### config.mk
export PLATFORM = sky130hd
export DESIGN_NAME = ntc_under_temp_fault_qualifier_flat
export DESIGN_NICKNAME = d
export VERILOG_FILES = /design/src/hdl/ntcut_pkg.sv /design/src/hdl/ntcut_sample_if.sv /design/src/hdl/ntcut_result_if.sv /design/src/hdl/ntc_under_temp_fault_qualifier.sv /design/src/hdl/ntcut_store.sv /design/src/hdl/ntcut_fsm.sv /design/src/flat_wrapper.sv
export SDC_FILE = /design/constraint.sdc
export NUM_CORES = 1
export LEC_CHECK = 0
export BUFFER_PORTS_ARGS = -buffer_cell sky130_fd_sc_hd__buf_2
export CORE_MARGIN = 4
export CORE_UTILIZATION = 40
export CTS_CLUSTER_SIZE = 8
export DETAILED_ROUTE_END_ITERATION = 10
export SYNTH_ARGS = -nofsm -noshare
export SYNTH_HDL_FRONTEND = slang
export SYNTH_SLANG_ARGS = --single-unit
export TNS_END_PERCENT = 100
### constraint.sdc
create_clock -name clk_i -period 5.6 [get_ports clk_i]
set_input_delay 0.28 -clock clk_i [delete_from_list [all_inputs] [get_ports clk_i]]
set_output_delay 0.28 -clock clk_i [all_outputs]
set_load 0.05 [all_outputs]
### src/hdl/ntcut_pkg.sv
// Shared types, codes and widths for the NTC under-temperature fault qualifier.
`default_nettype none

package ntcut_pkg;

  localparam int SensorW  = 4;
  localparam int VoltW    = 16;
  localparam int TimeW    = 8;
  localparam int StateW   = 2;
  localparam int EventW   = 2;
  localparam int CfgIdxW  = 2;
  localparam int CfgDataW = 16;

  localparam int SENSORS_DEFAULT = 16;

  // per-sensor fault machine states
  localparam logic [StateW-1:0] ST_NORMAL    = 2'd0;
  localparam logic [StateW-1:0] ST_SETTING   = 2'd1;
  localparam logic [StateW-1:0] ST_SET       = 2'd2;
  localparam logic [StateW-1:0] ST_RELEASING = 2'd3;

  localparam logic [EventW-1:0] EV_NONE     = 2'd0;
  localparam logic [EventW-1:0] EV_DECLARED = 2'd1;
  localparam logic [EventW-1:0] EV_RELEASED = 2'd2;

  localparam logic [CfgIdxW-1:0] CFG_SET_THRESHOLD     = 2'd0;
  localparam logic [CfgIdxW-1:0] CFG_SET_TIME          = 2'd1;
  localparam logic [CfgIdxW-1:0] CFG_RELEASE_THRESHOLD = 2'd2;
  localparam logic [CfgIdxW-1:0] CFG_RELEASE_TIME      = 2'd3;

  typedef struct packed {
    logic [VoltW-1:0] set_threshold;
    logic [TimeW-1:0] set_time;
    logic [VoltW-1:0] release_threshold;
    logic [TimeW-1:0] release_time;
  } ntcut_cfg_t;

  typedef struct packed {
    logic [StateW-1:0] state;
    logic [TimeW-1:0]  set_cnt;
    logic [TimeW-1:0]  rel_cnt;
  } ntcut_entry_t;

  localparam ntcut_entry_t ENTRY_RESET = '{state: ST_NORMAL, set_cnt: '0, rel_cnt: '0};

endpackage

`default_nettype wire

### src/hdl/ntcut_sample_if.sv
// Sample channel: sensor index and thermistor voltage with valid/ready.
`default_nettype none

interface ntcut_sample_if import ntcut_pkg::*; ();
  logic               valid;
  logic               ready;
  logic [SensorW-1:0] sensor_index;
  logic [VoltW-1:0]   sample_voltage;

  modport source (output valid, output sensor_index, output sample_voltage, input ready);
  modport sink   (input valid, input sensor_index, input sample_voltage, output ready);
endinterface

`default_nettype wire

### src/hdl/ntcut_result_if.sv
// Result channel: sensor echo, new fault state and event code with valid/ready.
`default_nettype none

interface ntcut_result_if import ntcut_pkg::*; ();
  logic               valid;
  logic               ready;
  logic [SensorW-1:0] sensor_echo;
  logic [StateW-1:0]  fault_state;
  logic [EventW-1:0]  event_code;

  modport source (output valid, output sensor_echo, output fault_state, output event_code,
                  input ready);
  modport sink   (input valid, input sensor_echo, input fault_state, input event_code,
                  output ready);
endinterface

`default_nettype wire

### src/hdl/ntc_under_temp_fault_qualifier.sv
// Top level: input register, per-sensor state update, result register.
//
// Usage: samples enter on sample_i (sensor_index, sample_voltage) with
// valid/ready; one result per sample leaves on result_o (sensor_echo,
// fault_state, event_code) in the same order. Thresholds and times are
// written through cfg_we_i / cfg_index_i / cfg_wdata_i while no sample is
// in flight; an unknown index is ignored.
// Order: input register, then result register. Throughput: one sample per
// cycle while result_o.ready is high; the sensor state is read and written
// back in the single update stage; a same-sensor sample next cycle sees it.
// Reset: all sensors go to normal with both counters cleared, thresholds
// and times to zero (both sides disabled); no clearing pass is needed.
// Stall: when result_o.ready is low the result register holds, the input
// register fills, and sample_i.ready drops; nothing is lost or repeated.
// A sensor_index at or above NUM_SENSORS returns fault_state normal and
// no event without touching any state.
`default_nettype none

module ntc_under_temp_fault_qualifier import ntcut_pkg::*; #(
  parameter int NUM_SENSORS = SENSORS_DEFAULT
) (
  input  wire logic                clk_i,
  input  wire logic                rst_ni,
  ntcut_sample_if.sink             sample_i,
  ntcut_result_if.source           result_o,
  input  wire logic                cfg_we_i,
  input  wire logic [CfgIdxW-1:0]  cfg_index_i,
  input  wire logic [CfgDataW-1:0] cfg_wdata_i
);

  localparam int IdxW = (NUM_SENSORS > 1) ? $clog2(NUM_SENSORS) : 1;

  ntcut_cfg_t cfg_q;

  logic               s1_valid_q;
  logic [SensorW-1:0] s1_idx_q;
  logic [VoltW-1:0]   s1_volt_q;

  logic               out_valid_q;
  logic [SensorW-1:0] out_echo_q;
  logic [StateW-1:0]  out_state_q;
  logic [EventW-1:0]  out_event_q;

  logic               advance;
  logic               in_accept;
  logic               in_range;
  ntcut_entry_t       cur_entry;
  ntcut_entry_t       nxt_entry;
  logic [EventW-1:0]  nxt_event;

  // configuration registers
  always_ff @(posedge clk_i or negedge rst_ni) begin
    if (!rst_ni) begin
      cfg_q <= '0;
    end else if (cfg_we_i) begin
      case (cfg_index_i)
        CFG_SET_THRESHOLD:     cfg_q.set_threshold     <= cfg_wdata_i[VoltW-1:0];
        CFG_SET_TIME:          cfg_q.set_time          <= cfg_wdata_i[TimeW-1:0];
        CFG_RELEASE_THRESHOLD: cfg_q.release_threshold <= cfg_wdata_i[VoltW-1:0];
        CFG_RELEASE_TIME:      cfg_q.release_time      <= cfg_wdata_i[TimeW-1:0];
        default: ;
      endcase
    end
  end

  assign advance         = s1_valid_q && (!out_valid_q || result_o.ready);
  assign sample_i.ready  = !s1_valid_q || advance;
  assign in_accept       = sample_i.valid && sample_i.ready;
  assign in_range        = (9'(s1_idx_q) < 9'(NUM_SENSORS));

  // input register
  always_ff @(posedge clk_i or negedge rst_ni) begin
    if (!rst_ni) begin
      s1_valid_q <= 1'b0;
    end else if (in_accept) begin
      s1_valid_q <= 1'b1;
    end else if (advance) begin
      s1_valid_q <= 1'b0;
    end
  end

  always_ff @(posedge clk_i) begin
    if (in_accept) begin
      s1_idx_q  <= sample_i.sensor_index;
      s1_volt_q <= sample_i.sample_voltage;
    end
  end

  ntcut_store #(
    .Depth (NUM_SENSORS),
    .IdxW  (IdxW)
  ) u_store (
    .clk_i   (clk_i),
    .rst_ni  (rst_ni),
    .we_i    (advance && in_range),
    .addr_i  (IdxW'(s1_idx_q)),
    .wdata_i (nxt_entry),
    .rdata_o (cur_entry)
  );

  ntcut_fsm u_fsm (
    .cfg_i     (cfg_q),
    .cur_i     (cur_entry),
    .voltage_i (s1_volt_q),
    .nxt_o     (nxt_entry),
    .event_o   (nxt_event)
  );

  // result register
  always_ff @(posedge clk_i or negedge rst_ni) begin
    if (!rst_ni) begin
      out_valid_q <= 1'b0;
    end else if (advance) begin
      out_valid_q <= 1'b1;
    end else if (result_o.ready) begin
      out_valid_q <= 1'b0;
    end
  end

  always_ff @(posedge clk_i) begin
    if (advance) begin
      out_echo_q  <= s1_idx_q;
      out_state_q <= in_range ? nxt_entry.state : ST_NORMAL;
      out_event_q <= in_range ? nxt_event : EV_NONE;
    end
  end

  assign result_o.valid       = out_valid_q;
  assign result_o.sensor_echo = out_echo_q;
  assign result_o.fault_state = out_state_q;
  assign result_o.event_code  = out_event_q;

endmodule

`default_nettype wire

### src/hdl/ntcut_store.sv
// Per-sensor state store: fault state plus set and release counters.
`default_nettype none

module ntcut_store import ntcut_pkg::*; #(
  parameter int Depth = SENSORS_DEFAULT,
  parameter int IdxW  = (Depth > 1) ? $clog2(Depth) : 1
) (
  input  wire logic         clk_i,
  input  wire logic         rst_ni,
  input  wire logic         we_i,
  input  wire logic [IdxW-1:0] addr_i,
  input  wire ntcut_entry_t wdata_i,
  output ntcut_entry_t      rdata_o
);

  ntcut_entry_t mem_q [Depth];

  always_ff @(posedge clk_i or negedge rst_ni) begin
    if (!rst_ni) begin
      for (int i = 0; i < Depth; i++) begin
        mem_q[i] <= ENTRY_RESET;
      end
    end else if (we_i) begin
      mem_q[addr_i] <= wdata_i;
    end
  end

  assign rdata_o = mem_q[addr_i];

endmodule

`default_nettype wire

### src/hdl/ntcut_fsm.sv
// Next-state logic for one sensor: set side, then release side.
`default_nettype none

module ntcut_fsm import ntcut_pkg::*; (
  input  wire ntcut_cfg_t      cfg_i,
  input  wire ntcut_entry_t    cur_i,
  input  wire logic [VoltW-1:0] voltage_i,
  output ntcut_entry_t         nxt_o,
  output logic [EventW-1:0]    event_o
);

  logic under;
  logic recovered;
  logic [TimeW-1:0] set_inc;
  logic [TimeW-1:0] rel_inc;

  assign under     = (voltage_i > cfg_i.set_threshold) && (cfg_i.set_time != '0);
  assign recovered = (voltage_i < cfg_i.release_threshold) && (cfg_i.release_time != '0);
  assign set_inc   = (cur_i.set_cnt == '1) ? cur_i.set_cnt : cur_i.set_cnt + 1'b1;
  assign rel_inc   = (cur_i.rel_cnt == '1) ? cur_i.rel_cnt : cur_i.rel_cnt + 1'b1;

  always_comb begin
    logic [StateW-1:0] st;
    logic [TimeW-1:0]  sc;
    logic [TimeW-1:0]  rc;
    logic [EventW-1:0] ev;
    st = cur_i.state;
    sc = cur_i.set_cnt;
    rc = cur_i.rel_cnt;
    ev = EV_NONE;

    if (under) begin
      if (st == ST_NORMAL) begin
        st = ST_SETTING;
        sc = TimeW'(1);
      end else if (st == ST_SETTING) begin
        sc = set_inc;
        if (set_inc >= cfg_i.set_time) begin
          st = ST_SET;
          sc = '0;
          ev = EV_DECLARED;
        end
      end
    end else if (st == ST_SETTING) begin
      st = ST_NORMAL;
    end

    // release side sees the state the set side left, so a fresh declare
    // can move straight on to releasing
    if (recovered) begin
      if (st == ST_SET) begin
        st = ST_RELEASING;
        rc = TimeW'(1);
      end else if (st == ST_RELEASING) begin
        rc = rel_inc;
        if (rel_inc >= cfg_i.release_time) begin
          st = ST_NORMAL;
          rc = '0;
          ev = EV_RELEASED;
        end
      end
    end else if (st == ST_RELEASING) begin
      st = ST_SET;
    end

    nxt_o.state   = st;
    nxt_o.set_cnt = sc;
    nxt_o.rel_cnt = rc;
    event_o       = ev;
  end

endmodule

`default_nettype wire
### src/flat_wrapper.sv
// flat-port wrapper written by rule: the top's interface ports become plain ports
module ntc_under_temp_fault_qualifier_flat import ntcut_pkg::*;
#(
  parameter int NUM_SENSORS = SENSORS_DEFAULT
)
  (clk_i, rst_ni, cfg_we_i, cfg_index_i, cfg_wdata_i, sample_i_valid, sample_i_sensor_index, sample_i_sample_voltage, sample_i_ready, result_o_valid, result_o_sensor_echo, result_o_fault_state, result_o_event_code, result_o_ready);
  ntcut_sample_if sample_i_i ();
  ntcut_result_if result_o_i ();
  input  wire logic clk_i;
  input  wire logic rst_ni;
  input  wire logic cfg_we_i;
  input  wire logic [CfgIdxW-1:0] cfg_index_i;
  input  wire logic [CfgDataW-1:0] cfg_wdata_i;
  input wire logic [$bits(sample_i_i.valid)-1:0] sample_i_valid;
  input wire logic [$bits(sample_i_i.sensor_index)-1:0] sample_i_sensor_index;
  input wire logic [$bits(sample_i_i.sample_voltage)-1:0] sample_i_sample_voltage;
  output wire logic [$bits(sample_i_i.ready)-1:0] sample_i_ready;
  output wire logic [$bits(result_o_i.valid)-1:0] result_o_valid;
  output wire logic [$bits(result_o_i.sensor_echo)-1:0] result_o_sensor_echo;
  output wire logic [$bits(result_o_i.fault_state)-1:0] result_o_fault_state;
  output wire logic [$bits(result_o_i.event_code)-1:0] result_o_event_code;
  input wire logic [$bits(result_o_i.ready)-1:0] result_o_ready;
  assign sample_i_i.valid = sample_i_valid;
  assign sample_i_i.sensor_index = sample_i_sensor_index;
  assign sample_i_i.sample_voltage = sample_i_sample_voltage;
  assign sample_i_ready = sample_i_i.ready;
  assign result_o_valid = result_o_i.valid;
  assign result_o_sensor_echo = result_o_i.sensor_echo;
  assign result_o_fault_state = result_o_i.fault_state;
  assign result_o_event_code = result_o_i.event_code;
  assign result_o_i.ready = result_o_ready;
  ntc_under_temp_fault_qualifier #(.NUM_SENSORS(NUM_SENSORS)) u_core (.clk_i(clk_i), .rst_ni(rst_ni), .sample_i(sample_i_i), .result_o(result_o_i), .cfg_we_i(cfg_we_i), .cfg_index_i(cfg_index_i), .cfg_wdata_i(cfg_wdata_i));
endmodule
==> metrics.yaml <==
setup_viol: 0
diodes: 0
path_common_cell: "buf_12"
netlist_top_cells_count: "dfrtp_1, nand2_1, o21ai_0"
ys_warn_count: 0
place_area_um2: 18500
fin_util: 0.469
swShare: 0.258
synth_edf_count: 28
overflow: 0
ys_types: 74
ctsRootBufferMaster: "clkbuf_16"
p_switching_mw: 1.74
synth_top_area_share: 0.482
power.leakage_nw: 8.97
synthArstFlopShare: 0.923
drive_above_1_share: 0.213
post-dp-hpwl_mm: 28.3
timing.final.hold_violations: 0
slowest_stage: "a311o_2"
irDropWorstVdd_mv: 0.253
worstPathArrival_ns: 5.65
htreeDepth: 2
synth_top_area_cell: "dfrtp_1"
maxSlewHeadroom: 0.272
dp_cells: 2120
cp.required_ns: 6.07
die_w_um: 217
die_h_um: 217
slowest_delay_ns: 0.55
grt_start_max_net_pins: 123
via_count: 12026
layout_min_cycle_time_ns: 5.18
drtIter0Drc: 948
stdcell_count: 2225
synth_seq_cells: 366
ios: 53
dr.pass1.iters: 5
wl_mm: 44.6
p_clk_frac: 0.408
grt_usage: 0.193
port_buffers: 52
drc_errors: 0
setup.worst_path.class: "reg2reg"
initial_core_util: 0.406
cts_tree: "built"
ys.flop_type: "dfrtp_1"
crit_chain: "buf_12 > buf_12 > buf_12 > mux4_2 > a22o_1 > a221oi_2 > or3_1 > mux2_2 > ha_1 > a21o_1 > a211o_1 > a221o_1 > nor2_1 > nor3_2 > a311o_2 > o21ai_0"
drv_slew: 0
intPower_mw: 5.02
dieArea_um2: 47300
clk_pin_slew_ns: 0.05
p_comb_frac: 0.142
tns_ns: 0
antenna_found_initial: 0
hold_path.class: "in2reg"
syn2layout_area_growth_pct: 15.5
crit_path_max_fanout: 25
postSynthAreaPerCell_um2: 11.5
cap_viol_max_count: 0
hold_ws_ns: 0.0263
start_kind: "flip-flop"
synth_cells: 1529
finalCritPeriodShare: 0.925
yosysMostFrequentCell: "dfrtp_1"
p_total_mw: 6.76
finalInstanceArea_um2: 20300
seqPwrFrac: 0.450
cts-buffers-inserted: 51
antenna_left: 0
status: "finished, final reports clean"
grt_pass1_wl_mm: 71.7
cts.sinks: 366
wl_per_cell_um: 20.1
gp_congestion: 0.836
clock_path_buffers: 3
rsz0062_at_grt: "false"
syn_area_um2: 17500
vias_per_cell: 5.40
worst_slew_pin_slew_ns: 1.09
yosysSeqAreaShare: 0.530
p_per_area_nw_per_um2: 333
setup_slack_ns: 0.421
skew_ns: 0.0167
yosys-top-cells-area: "dfrtp_1, mux4_2, nand2_1"
clk-insertion-delay-late_ns: 0.58
crit_buf_inv: 3
place_ws_ns: 0.259
synth_nets: 1621
endpoint_kind: "flip-flop"
grt_pass1_vias: 12336
clock.fmax_mhz: 193
nNetsFinal: 1718
cpLargestDelayFamily: "compound AO/OA/AOI/OAI gates"
core_um2: 43200
placementRows: 76
[path summary, 6_finish.rpt]
| check | from | endpoint | slack (ns) | depth (start not counted) |
|---|---|---|---|---|
| setup / recovery | u_core.s1_idx_q[0] | u_core.u_store.mem_q[223] | 0.42 | 16 |
| hold / removal | cfg_wdata_i[4] | u_core.cfg_q[36] | 0.03 | 3 |
| setup reg to reg | u_core.s1_idx_q[0] | u_core.u_store.mem_q[223] | 0.42 | 16 |
| hold reg to reg | u_core.u_store.mem_q[7] | u_core.u_store.mem_q[7] | 0.47 | 2 |
| max in group asynchronous | rst_ni | u_core.u_store.mem_q[158] | 3.68 | 3 |
| min in group asynchronous | rst_ni | u_core.cfg_q[15] | 0.36 | 2 |
[cell families after synthesis]
logic type	Yosys count	share of synthesized area
buffers and inverters	146	0.0412
adder cells (fa/ha/maj)	49	0.0349
AO/OA/AOI/OAI	377	0.136
AND/OR/NAND/NOR	423	0.102
XOR/XNOR	6	0.00342
flip-flops	366	0.530
multiplexers	162	0.153
[state kept, by name, indices dropped and copies added, names as in the netlist]
register,count
u_core.cfg_q,48
u_core.result_o.event_code,2
u_core.result_o.fault_state,2
u_core.result_o.sensor_echo,4
u_core.result_o.valid,1
u_core.s1_idx_q,4
u_core.s1_valid_q,1
u_core.s1_volt_q,16
u_core.u_store.mem_q,288
[routing by layer]
metal,routed length [µm],GRT usage,share of wire
met3,2020,0.0326,0.045
met1,20800,0.272,0.47
met2,20800,0.309,0.47
met5,0,0,0
met4,1020,0.0562,0.023
[worst min-delay path: stages]
cell and delay [ns]:
buf_2 0.15, nand2_1 0.06, o21ai_0 0.07
[layout make-up]
type	instances	area, µm²
Clock buffer	67	1380
Fill cell	3920	22900
Inverter	50	188
Multi-Input combinational cell	1017	7560
Sequential cell	366	9300
Tap cell	585	732
Timing Repair Buffer	140	1110
[power by group through the flow]
stage | Clock, mW | Sequential (mW) | Combinational (mW)
6_report | 2.76 | 3.04 | 0.961
5_1_grt | 2.94 | 3.06 | 1.06
4_1_cts | 2.82 | 3.04 | 0.965
3_5_place_dp | 0 | 3.08 | 0.938
3_3_place_gp | 0 | 3.07 | 0.921
2_1_floorplan | 0 | 3.05 | 0.645
[cells in the final DEF (no fill, tap or decap), types with 38 or more instances in the layout]
| master | instances |
|---|---|
| mux2_2 | 83 |
| ha_1 | 49 |
| clkbuf_16 | 53 |
| buf_2 | 51 |
| buf_4 | 43 |
| nand2_1 | 283 |
| inv_1 | 50 |
| o21ai_0 | 202 |
| nor2_1 | 65 |
| mux4_2 | 56 |
| dfrtp_1 | 338 |
| dlygate4sd3_1 | 38 |
[what timing repair did]
item                                    in CTS  in global routing
endpoints found under the setup margin       0                 48
hold buffers                                38                  0
hold endpoints to repair                   167                  0
setup buffers                                0                  0
resized for setup                            0                  5
Note: power is estimated with default switching activity, not from simulation.
